`src/hdl/sgl_pkg.sv`:
```
package sgl_pkg;

    // Sample format and counting limits
    localparam int FRAC_BITS      = 8;
    localparam int MAX_VECTOR_LEN = 65536;
    localparam int CNT_W          = 17;
    localparam logic [CNT_W-1:0] COUNT_CAP = (MAX_VECTOR_LEN < 131071) ?
        CNT_W'(MAX_VECTOR_LEN) : CNT_W'(131071);

    // Fixed-point constants of the exponential (Q24)
    localparam int XQ_SHIFT = 24 - FRAC_BITS;
    localparam logic signed [16:0] CLAMP_LIM = 17'sd22528;
    localparam logic signed [25:0] LOG2E_Q24 = 26'sd24204406;
    localparam logic signed [24:0] LN2_NET   = 25'sd11629080;
    localparam logic signed [22:0] SIXTH_Q24 = 23'sd2796203;
    localparam logic signed [26:0] HALF_Q24  = 27'sd8388608;
    localparam logic signed [26:0] ONE_Q24   = 27'sd16777216;
    localparam logic signed [7:0]  N_ZERO_LIM = 8'sd30;
    localparam logic [6:0]         N_UFLOW_LIM = 7'd40;

    // Divider sizing
    localparam int D_W    = 57;
    localparam int MAG_W  = 31 + XQ_SHIFT;
    localparam int QUOT_W = 23;
    localparam int ITER_W = 5;
    localparam logic [ITER_W-1:0] LAST_ITER = ITER_W'(QUOT_W - 1);

    // Queue between front and back
    localparam int QUEUE_DEPTH = 8;
    localparam int QPTR_W      = 3;
    localparam int QCNT_W      = 4;

    typedef struct packed {
        logic [D_W-1:0]   divisor;
        logic [MAG_W-1:0] mag;
        logic             neg;
        logic             zero;
        logic             last;
    } item_t;

    typedef enum logic [1:0] {
        BK_IDLE,
        BK_DIV,
        BK_DONE
    } back_state_t;

endpackage

```
`src/hdl/sgl_back.sv`:
```
module sgl_back (
    input  logic                          aclk,
    input  logic                          aresetn,
    input  logic                          q_not_empty,
    input  sgl_pkg::item_t                q_item,
    output logic                          pop,
    input  logic [22:0]                   threshold,
    output logic                          m_valid,
    input  logic                          m_ready,
    output logic signed [23:0]            m_product,
    output logic                          m_kept,
    output logic                          m_end_of_vector_out,
    output logic [sgl_pkg::CNT_W-1:0]     m_nonzero_count
);

    sgl_pkg::back_state_t state_reg, state_next;
    logic                 load_out;

    logic [sgl_pkg::D_W-1:0]    div_reg;
    logic [sgl_pkg::D_W-1:0]    rem_reg;
    logic [sgl_pkg::QUOT_W-1:0] low_reg;
    logic [sgl_pkg::QUOT_W-1:0] quo_reg;
    logic [sgl_pkg::ITER_W-1:0] iter_reg;
    logic                       neg_reg;
    logic                       last_reg;
    logic [sgl_pkg::CNT_W-1:0]  cnt_reg;
    logic                       m_valid_reg;
    logic signed [23:0]         product_reg;
    logic                       kept_reg;
    logic                       eov_reg;
    logic [sgl_pkg::CNT_W-1:0]  count_out_reg;

    logic [sgl_pkg::D_W:0]      num_init;
    logic [sgl_pkg::D_W:0]      trial;
    logic                       ge;
    logic signed [23:0]         y_signed;
    logic                       keep;
    logic [sgl_pkg::CNT_W-1:0]  cnt_next;

    // Hold the state
    always_ff @(posedge aclk) begin
        if (!aresetn) begin
            state_reg <= sgl_pkg::BK_IDLE;
        end else begin
            state_reg <= state_next;
        end
    end

    // Sequence take, divide and hand-off
    always_comb begin
        state_next = state_reg;
        pop        = 1'b0;
        load_out   = 1'b0;
        case (state_reg)
            sgl_pkg::BK_IDLE: begin
                if (q_not_empty) begin
                    pop        = 1'b1;
                    state_next = q_item.zero ? sgl_pkg::BK_DONE : sgl_pkg::BK_DIV;
                end
            end
            sgl_pkg::BK_DIV: begin
                if (iter_reg == sgl_pkg::LAST_ITER) begin
                    state_next = sgl_pkg::BK_DONE;
                end
            end
            sgl_pkg::BK_DONE: begin
                if (!m_valid_reg || m_ready) begin
                    load_out   = 1'b1;
                    state_next = sgl_pkg::BK_IDLE;
                end
            end
            default: begin
                state_next = sgl_pkg::BK_IDLE;
            end
        endcase
    end

    // Rounded numerator and one restoring step
    assign num_init = (sgl_pkg::D_W+1)'(q_item.mag)
                    + (sgl_pkg::D_W+1)'(q_item.divisor >> 1);
    assign trial    = {rem_reg, low_reg[sgl_pkg::QUOT_W-1]};
    assign ge       = (trial >= {1'b0, div_reg});

    always_ff @(posedge aclk) begin
        if (pop) begin
            div_reg  <= q_item.divisor;
            rem_reg  <= sgl_pkg::D_W'(num_init >> sgl_pkg::QUOT_W);
            low_reg  <= num_init[sgl_pkg::QUOT_W-1:0];
            quo_reg  <= '0;
            iter_reg <= '0;
            neg_reg  <= q_item.neg;
            last_reg <= q_item.last;
        end else if (state_reg == sgl_pkg::BK_DIV) begin
            rem_reg  <= ge ? sgl_pkg::D_W'(trial - {1'b0, div_reg}) : trial[sgl_pkg::D_W-1:0];
            low_reg  <= {low_reg[sgl_pkg::QUOT_W-2:0], 1'b0};
            quo_reg  <= {quo_reg[sgl_pkg::QUOT_W-2:0], ge};
            iter_reg <= iter_reg + 1'b1;
        end
    end

    // Apply sign, sparsity mask and kept count
    assign y_signed = neg_reg ? -{1'b0, quo_reg} : {1'b0, quo_reg};
    assign keep     = (threshold == '0) || (quo_reg >= threshold);
    assign cnt_next = (keep && (cnt_reg < sgl_pkg::COUNT_CAP)) ? cnt_reg + 1'b1 : cnt_reg;

    always_ff @(posedge aclk) begin
        if (!aresetn) begin
            cnt_reg     <= '0;
            m_valid_reg <= 1'b0;
        end else begin
            if (load_out) begin
                cnt_reg     <= last_reg ? '0 : cnt_next;
                m_valid_reg <= 1'b1;
            end else if (m_ready) begin
                m_valid_reg <= 1'b0;
            end
        end
    end

    always_ff @(posedge aclk) begin
        if (load_out) begin
            product_reg   <= keep ? y_signed : '0;
            kept_reg      <= keep;
            eov_reg       <= last_reg;
            count_out_reg <= cnt_next;
        end
    end

    assign m_valid             = m_valid_reg;
    assign m_product           = product_reg;
    assign m_kept              = kept_reg;
    assign m_end_of_vector_out = eov_reg;
    assign m_nonzero_count     = count_out_reg;

endmodule

```
`config.mk`:
```
export PLATFORM = sky130hd
export DESIGN_NAME = sgl_back
export DESIGN_NICKNAME = d
export VERILOG_FILES = /design/src/hdl/sgl_pkg.sv /design/src/hdl/sgl_back.sv
export SDC_FILE = /design/constraint.sdc
export NUM_CORES = 1
export LEC_CHECK = 0
export BUFFER_PORTS_ARGS = -buffer_cell sky130_fd_sc_hd__buf_2
export CAP_MARGIN = 20
export CORE_MARGIN = 8
export CORE_UTILIZATION = 25
export CTS_CLUSTER_DIAMETER = 40
export DETAILED_ROUTE_END_ITERATION = 8
export SYNTH_ARGS = -nofsm -noshare
export SYNTH_HDL_FRONTEND = slang
export SYNTH_SLANG_ARGS = --single-unit
```
`constraint.sdc`:
```
create_clock -name aclk -period 4.4 [get_ports aclk]
set_input_delay 0.88 -clock aclk [delete_from_list [all_inputs] [get_ports aclk]]
set_output_delay 0.88 -clock aclk [all_outputs]
set_load 0.05 [all_outputs]
```
==> summary.md, run 1 <==
| Metric | Value |
|---|---|
| Status | `finished, final reports clean` |
| CP dominant cell by count | `a21oi_1` |
| Mean number of vias per cell | `4.93` |
| Lkg Pwr | `8.47 nW` |
| Drt first pass iters | `7` |
| Vias in the first global route | `14.2k` |
| Syn nets | `2159` |
| First-pass GRT wire length | `81.1 mm` |
| Drt drc | `0` |
| Synthesis-stage register bit count | `230` |
| Setup violations, final | `0` |
| Arrival time at the worst endpoint | `4110 ps` |
| Syn-to-layout area delta | `22.7%` |
| Die footprint | `0.0752 mm²` |
| Met1 usage | `18.2%` |
| Power per cell area | `427 mW/mm²` |
| # resized after CTS | `0` |
| CP peak stage delay | `440 ps` |
| Final ANT Viol Nets | `0` |
| Clk slew on worst S/H paths | `50 ps` |
| Buf+Inv Stages, Crit Path | `4` |
| Max Cap Viol | `0` |
| Slew Limit Fails | `0` |
| DP Area | `0.0185 mm²` |
| Global route total overflow | `0` |
| Number of cell rows | `94` |
| Die span in x | `274 µm` |
| Tightest Pin Transition | `952 ps` |
| # fillers | `6981` |
| Setup Crit Path Kind | `flop to flop` |
| Slowest library cell on the worst path | `edfxtp_1` |
| Num CTS Buffers | `54` |
| Netlist cell types | `94` |
| Ports | `179` |
| Syn Inst Count | `1892` |
| EDFF count, synth | `160` |
| Gr usage total | `13.5%` |
| Cell Chain, Critical Path | `inv_1, ha_1, inv_1, fa_1, a21oi_1, o211ai_2, a21oi_1, o21ai_1, a31oi_2, o2111ai_4, nand2_4, buf_12, nor2_1, a211oi_1, buf_4, a21oi_1` |
| Multi-input logic area | `0.00963 mm²` |
| Largest cells by area after synthesis | `edfxtp_1, ha_1, dfxtp_1` |
| Clk buf depth | `3` |
| # Post-CTS Setup Buffers | `0` |
| # clock sinks | `230` |
| Setup TNS | `0 ps` |
| RSZ-0062 raised after global routing | `false` |
| Largest net degree at the start of global routing | `147` |
| Yosys top cell by area | `edfxtp_1` |
| Post-synth ARST share | `0%` |
| Final WL | `52.8 mm` |
| Worst skew pair latency | `600 ps` |
| Synth warn | `0` |
| Area share of the largest cell type after synthesis | `28.8%` |
| Worst setup EP type | `flop` |
| Via count | `14.7k` |
| DP HPWL | `40.4 mm` |
| Height of the die | `274 µm` |
| Gpl congestion | `0.873` |
| Hold-fix buffers, CTS | `0` |
| Min Clock Period, post-route | `3810 ps` |
| Met3 Resource Use GR | `2.51%` |
| Final Hold Fails | `0` |
| Per-cell routed wire length | `17.7 µm` |
| Initial core utilization | `25.3%` |
| Clk root buf | `clkbuf_16` |
| Slew HR | `36.5%` |
| Hold Crit Class | `input pin to flop` |
| IO Port Bufs | `178` |
| Post-synthesis sequential area ratio | `37.2%` |
| Top delay family on crit path | `compound AO/OA/AOI/OAI gates` |
| Clock skew | `25.4 ps` |
| Max Clock Freq | `0.262 GHz` |
| Peak supply drop | `0.000290 V` |
| CTS tree | `done` |
| Critical path fanouts, max | `26` |
| Area of the core | `0.0659 mm²` |
| Reg area | `0.00621 mm²` |
| DRT iter0 DRCs | `1109` |
| GR Util met2 | `21.8%` |
| Avg Cell Area, Syn | `8.81 µm²` |
| Antenna violations before repair | `12` |
| # H-tree levels | `2` |
| Primary FF master, synth | `edfxtp_1` |
| Fraction of layout cells with a size suffix above 1 | `16.5%` |
| Power Total | `8.74 mW` |
| GR peak layer | `met2` |
| Net count, final | `2334` |
| Fin crit share | `86.6%` |
| CP required | `4700 ps` |
| Mapped Area | `0.0167 mm²` |
| Crit path launch type | `flop` |
| Final instance area | `0.0205 mm²` |
-- layer usage --
| metal | up-vias | share of wire, % | wire, µm |
|---|---|---|---|
| li1 | 7306 | - | - |
| met1 | 6903 | 46 | 24100 |
| met2 | 420 | 45 | 24000 |
| met3 | 83 | 6.3 | 3350 |
| met4 | 2 | 2.4 | 1290 |
| met5 | - | 0.023 | 12 |
-- power breakdown --
part / switching, mW / internal (mW)
Sequential: 0.0843 / 2.52
Clock: 1.39 / 2.77
Combinational: 1.23 / 0.741
Total: 2.71 / 6.03
-- worst reg2reg max path: stages (launching register included) --
cell and delay, ps:
edfxtp_1 440, inv_1 80, ha_1 150, inv_1 50
fa_1 400, a21oi_1 230, o211ai_2 170, a21oi_1 290
o21ai_1 190, a31oi_2 380, o2111ai_4 220, nand2_4 150
buf_12 180, nor2_1 80, a211oi_1 290, buf_4 180
a21oi_1 30
-- stage by stage --
step           cells  hold WS, ps  setup WS [ps]  util [%]
2_1_floorplan   1892          452            103         -
3_3_place_gp    2875          482            134      28.1
3_5_place_dp    2875          482            140      28.1
4_1_cts         2977          414            586      31.0
5_1_grt         2981          428            308      31.0
6_report        2985          463            590      31.1
-- final timing paths --
| path | start | end | slack [ps] | depth (start not counted) |
|---|---|---|---|---|
| worst max-delay path | low_reg[22] | rem_reg[11] | 590 | 16 |
| worst min-delay path | q_item[0] | last_reg | 460 | 1 |
| worst max register to register | low_reg[22] | rem_reg[11] | 590 | 16 |
| worst min register to register | rem_reg[42] | rem_reg[42] | 500 | 2 |
-- synth_stat cells (all sizes together), types with 56 or more instances --
| master | instances |
|---|---|
| edfxtp | 160 |
| o21ai | 155 |
| nor2 | 161 |
| nand2 | 190 |
| xor2 | 67 |
| inv | 123 |
| dfxtp | 70 |
| xnor2 | 70 |
| a21o | 56 |
| clkbuf | 60 |
| a21oi | 179 |
| ha | 131 |
-- final cells by class --
class                      count  area share (%)
sequential                   230            30.3
inverter                     125            2.32
multi-input combinational   1450            47.1
timing repair buffer         206            5.57
clock buffer                  59            6.75
antenna                        8          0.0978
clock inverter                43            2.61
tap                          864            5.28
-- placed cells by master, fill, tap and decap left out, drive strengths merged, types with 8 or more instances in the layout --
master	instances
a211oi	35
a21o	56
a21oi	179
a221oi	11
a31oi	16
a32oi	9
and3	11
buf	206
bufinv	8
clkbuf	59
clkinv	19
clkinvlp	9
dfxtp	70
diode	8
edfxtp	160
ha	131
inv	132
mux2i	12
nand2	190
nand2b	15
nand3	42
nand4	44
nor2	161
nor2b	12
nor3	20
nor4	11
o211ai	12
o21a	22
o21ai	155
o21bai	27
o31ai	13
or2	9
or3	15
or4	10
xnor2	70
xor2	67
-- kinds of logic (layout without fill, tap and decap cells) --
group	count (synthesis)	count (layout)	synth area share (%)
muxes	16	16	0.991
and+or+nand+nor	564	564	15.9
other	0	8	0
xor gates and xnor gates	137	137	7.20
DFF	230	230	37.2
AOI/OAI and AO/OA	600	600	23.5
adders and majority gates	133	133	10.1
buffers and inverters	212	433	5.10
Note: power is estimated with default switching activity, not from simulation.
==> run 2: changes to the inputs <==
- CORE_UTILIZATION: 25 -> 30
- clock period: 4.4 -> 3.65 ns (I/O delays scaled with it)
==> summary.md, run 2 (same netlist as run 1, synthesis figures left out) <==
| Metric | Value |
|---|---|
| Initial core utilization | `30.3%` |
| Slew HR | `46.8%` |
| # H-tree levels | `2` |
| Setup Crit Path Kind | `flop to flop` |
| Fraction of layout cells with a size suffix above 1 | `20.9%` |
| Leading cell type in the layout, fill and taps excluded | `nand2_1` |
| Max Cap Viol | `0` |
| Max Clock Freq | `0.289 GHz` |
| Dpl cells | `2862` |
| DRT iter0 DRCs | `1193` |
| First-pass GRT wire length | `85.2 mm` |
| Drt drc | `0` |
| Arrival time at the worst endpoint | `3740 ps` |
| Min Clock Period, post-route | `3460 ps` |
| CTS tree | `done` |
| RSZ-0062 raised after global routing | `false` |
| Die span in x | `252 µm` |
| Dpl ws | `-363 ps` |
| Reg2reg end | `rem_reg[3]` |
| Via count | `15.3k` |
| Critical path fanouts, max | `7` |
| Net count, final | `2436` |
| Slew Limit Fails | `0` |
| Fin crit share | `94.7%` |
| Height of the die | `252 µm` |
| Final Hold Fails | `0` |
| Peak supply drop | `0.000374 V` |
| Cell Chain, Critical Path | `ha_1, nand4_1, or4_4, nor4_4, a211oi_1, o21a_2, o31ai_4, nand2_4, buf_4, buf_4, a211oi_1, buf_4, a21oi_1` |
| Power Total | `10.5 mW` |
| Setup ws final | `192 ps` |
| Buf+Inv Stages, Crit Path | `3` |
| Tightest Pin Transition | `799 ps` |
| Final WL | `53.7 mm` |
| FF-to-FF setup slack | `190 ps` |
| Per-cell routed wire length | `18.1 µm` |
| Top delay family on crit path | `simple AND/OR/NAND/NOR gates` |
| Mean number of vias per cell | `5.17` |
| Number of cell rows | `86` |
| Vias in the first global route | `15.4k` |
| CP required | `3940 ps` |
| CP dominant cell by count | `buf_4` |
| Power per cell area | `500 mW/mm²` |
| IO Port Bufs | `178` |
| Area of the core | `0.0550 mm²` |
| Worst setup EP type | `flop` |
| Most frequent cells in the layout | `nand2_1, buf_2, a21oi_1` |
| Gpl congestion | `0.919` |
| Fin cells | `2963` |
| Clk buf depth | `3` |
| CP peak stage delay | `570 ps` |
| Setup violations, final | `0` |
| Crit path launch type | `flop` |
| Largest net degree at the start of global routing | `114` |
| Drt first pass iters | `5` |
| Syn-to-layout area delta | `26.2%` |
| Clock skew | `30.7 ps` |
| Ports | `179` |
| Final Util | `38.3%` |
| Status | `finished, final reports clean` |
| Clk slew on worst S/H paths | `50 ps` |
| # clock sinks | `230` |
| Gr usage total | `16.5%` |
| Hold-fix buffers, CTS | `0` |
| Hold Crit Class | `input pin to flop` |
| DP HPWL | `42.1 mm` |
| Lkg Pwr | `8.95 nW` |
| Clk root buf | `clkbuf_16` |
| Worst r2r path cells | `13` |
| Hold depth | `1` |
| CP startpoint | `rem_reg[27]` |
| Worst skew pair latency | `580 ps` |
| Antenna violations before repair | `4` |
| Num CTS Buffers | `52` |
| Slowest library cell on the worst path | `or4_4` |
| Final ANT Viol Nets | `0` |
| Critical path depth in cells | `13` |
| Worst r2r src | `rem_reg[27]` |
| Global route total overflow | `0` |
| Critical path capture point | `rem_reg[3]` |
| Die footprint | `0.0634 mm²` |
| Setup TNS | `0 ps` |
[run 2: cell count changes in the layout (fill, tap and decap cells not counted), sizes merged, moves of 4 or more]
| cell | delta |
|---|---|
| buf | +104 |
| clkinvlp | -5 |
| diode | -5 |
| bufinv | -4 |
| inv | +4 |
[run 2: through the flow]
| stage | instance area, µm² | hold slack, ps |
|---|---|---|
| after floorplan | 16700 | 452 |
| after global placement | 19100 | 477 |
| after detailed placement | 19100 | 484 |
| after CTS | 21000 | 274 |
| after global routing | 21000 | 291 |
| final | 21000 | 329 |
[run 2: repair_timing]
| item | CTS | global route |
|---|---|---|
| pin swaps | 0 | 4 |
| setup buffers | 0 | 1 |
| gates resized for setup | 1 | 13 |
| setup endpoints to repair | 3 | 28 |
[run 2: final cells by class]
type / instances / area [µm²]
Tap cell: 748 / 936
Inverter: 125 / 472
Multi-Input combinational cell: 1450 / 9680
Timing Repair Buffer: 310 / 1920
Fill cell: 5503 / 33900
Sequential cell: 230 / 6210
Clock inverter: 36 / 403
Antenna cell: 3 / 7.51
Clock buffer: 61 / 1420
[run 2: how the worst min path moves through the flow]
stage / startpoint / endpoint / slack, ps
global route: q_item[50] / div_reg[0] / 290
finish: q_item[50] / div_reg[0] / 330
floorplan: rem_reg[42] / rem_reg[42] / 450
detailed placement: rem_reg[42] / rem_reg[42] / 480
CTS: q_item[50] / div_reg[0] / 270
global placement: rem_reg[55] / rem_reg[55] / 480
[run 2: metal layers]
metal	wire (µm)	global-route usage, %
met1	23800	21.2
met2	25500	28.0
met3	3170	3.06
met4	1280	5.12
met5	19	0
[run 2: where the power goes]
| part | internal, mW | switching, mW | leakage, nW |
|---|---|---|---|
| clock network | 3.12 | 1.64 | 0.889 |
| logic | 1.06 | 1.55 | 5.97 |
| registers | 3.04 | 0.112 | 2.09 |
| total | 7.21 | 3.30 | 8.95 |
[run 2: worst reg2reg max path: cells and delay by family (launching register included)]
kind                     cells  cell delay [ps]
AO/OA/AOI/OAI                5              760
adder cells (fa/ha/maj)      1              460
buffers and inverters        3              500
flip-flops                   1              410
AND/OR/NAND/NOR              4             1070
==> run 3: changes to the inputs <==
- CORE_UTILIZATION: 30 -> 60
- PLACE_DENSITY: default -> 0.81
==> summary.md, run 3 (same netlist as run 1, synthesis figures left out) <==
| Metric | Value |
|---|---|
| Status | `finished, final reports clean` |
| Final WL | `48.2 mm` |
| Clk root buf | `clkbuf_16` |
| Die footprint | `0.0334 mm²` |
| DP Area | `0.0184 mm²` |
| Metal-1 WL | `20.5 mm` |
| Setup violations, final | `0` |
| Clk slew on worst S/H paths | `60 ps` |
| Fin cells | `2522` |
| Met3 WL | `4.12 mm` |
| Antenna violations before repair | `0` |
| # H-tree levels | `2` |
| Arrival time at the worst endpoint | `3750 ps` |
| Fraction of layout cells with a size suffix above 1 | `18.1%` |
| Slew HR | `33.5%` |
| Uppermost layer routed | `met4` |
| Multi-input logic area | `0.00965 mm²` |
| Routed wl met2 | `22.2 mm` |
| Mean number of vias per cell | `6.16` |
| First-pass GRT wire length | `77.3 mm` |
| Worst setup EP type | `flop` |
| # clock sinks | `230` |
| Peak supply drop | `0.000502 V` |
| Hold-fix buffers, CTS | `0` |
| Ports | `179` |
| Combinational power share | `27.5%` |
| DRT iter0 DRCs | `1647` |
| RSZ-0062 raised after global routing | `false` |
| Max Cap Viol | `0` |
| Net count, final | `2384` |
| Via count | `15.5k` |
| CP required | `3880 ps` |
| Setup Crit Path Kind | `flop to flop` |
| Clk buf depth | `3` |
| Vias in the first global route | `15.2k` |
| Worst skew pair latency | `510 ps` |
| Power Total | `9.20 mW` |
| Final ANT Viol Nets | `0` |
| Dpl cells | `2456` |
| Initial core utilization | `60.5%` |
| Sequential Power Share | `34.1%` |
| Largest net degree at the start of global routing | `113` |
| Fin crit share | `96.4%` |
| Final instance area | `0.0197 mm²` |
| Lkg Pwr | `8.48 nW` |
| Leading cell type in the layout, fill and taps excluded | `nand2_1` |
| Drt drc | `0` |
| Most frequent cells in the layout | `nand2_1, buf_2, a21oi_1` |
| Reg area | `0.00621 mm²` |
| Height of the die | `183 µm` |
| IO Port Bufs | `178` |
| Setup TNS | `0 ps` |
| Slew Limit Fails | `0` |
| Die span in x | `183 µm` |
| Switching Share | `32.1%` |
| Power per cell area | `467 mW/mm²` |
| Min Clock Period, post-route | `3520 ps` |
| Num CTS Buffers | `37` |
| Drt first pass iters | `6` |
| Area of the core | `0.0276 mm²` |
| Gpl congestion | `0.981` |
| Max Clock Freq | `0.284 GHz` |
| Crit path launch type | `flop` |
| Final Hold Fails | `0` |
| Clock network power share | `38.4%` |
| DP HPWL | `36.5 mm` |
| Tightest Pin Transition | `997 ps` |
| Global route total overflow | `0` |
| Clock skew | `16.9 ps` |
| Gr usage total | `28.1%` |
| # fillers | `2099` |
| CTS tree | `done` |
| Psw | `2.96 mW` |
| Per-cell routed wire length | `19.1 µm` |
| Int Pwr | `6.24 mW` |
| Syn-to-layout area delta | `18.2%` |
| Hold Crit Class | `input pin to flop` |
| Number of cell rows | `61` |
| Critical path fanouts, max | `20` |
-- run 3: cell types whose count changed in the layout (fill, tap and decap cells not counted), sizes merged --
cell	before	now
buf	310	273
bufinv	4	3
clkbuf	61	42
clkinv	17	11
clkinvlp	4	3
diode	3	1
inv	136	131
-- run 3: path summary, 6_finish.rpt --
check,startpoint,to,slack [ps],cells past startpoint
hold reg to reg,rem_reg[42],rem_reg[42],490,2
setup reg to reg,div_reg[13],rem_reg[5],130,13
setup / recovery,div_reg[13],rem_reg[5],130,13
hold / removal,q_item[50],div_reg[0],400,1
-- run 3: power groups by stage --
stage | Sequential (mW) | Combinational [mW] | Clock [mW]
after global placement | 3.18 | 2.39 | 0
after floorplan | 3.20 | 1.66 | 0
after global routing | 3.15 | 2.75 | 3.68
after CTS | 3.13 | 2.47 | 3.57
after detailed placement | 3.18 | 2.44 | 0
final | 3.14 | 2.53 | 3.53
-- run 3: stage by stage --
| step | util, % | hold WS, ps | setup slack [ps] |
|---|---|---|---|
| 2_1_floorplan | - | 452 | 154 |
| 3_3_place_gp | 66.9 | 472 | -79.5 |
| 3_5_place_dp | 66.9 | 483 | -147 |
| 4_1_cts | 71.4 | 392 | 47.5 |
| 5_1_grt | 71.5 | 392 | 3.16 |
| 6_report | 71.5 | 403 | 133 |
-- run 3: timing repair --
item,CTS,global route
endpoints found under the setup margin,0,44
resized for setup,0,9
setup buffers,0,0
-- run 3: worst max-delay path: stages, from the launching register on --
cell and delay (ps):
edfxtp_1 370, inv_1 80, ha_1 430, nand4_1 200
or3_1 420, nor3_1 320, a211oi_1 140, o21a_2 180
o31ai_4 120, nand2_4 120, buf_12 180, buf_4 150
a211oi_1 440, a21oi_1 80
-- run 3: metal layers --
layer  track usage [%]  up-vias
li1                  -     7384
met1              37.4     7299
met2              46.2      753
met3              4.53       96
met4              8.82        0
met5                 0        -
-- run 3: area by class of cell --
cell class                      instances  area share [%]
Inverter                              125            2.39
Clock buffer                           42            5.06
Antenna cell                            1          0.0127
Timing Repair Buffer                  273            8.39
Tap cell                              378            2.40
Sequential cell                       230            31.5
Clock inverter                         23            1.28
Multi-Input combinational cell       1450            49.0
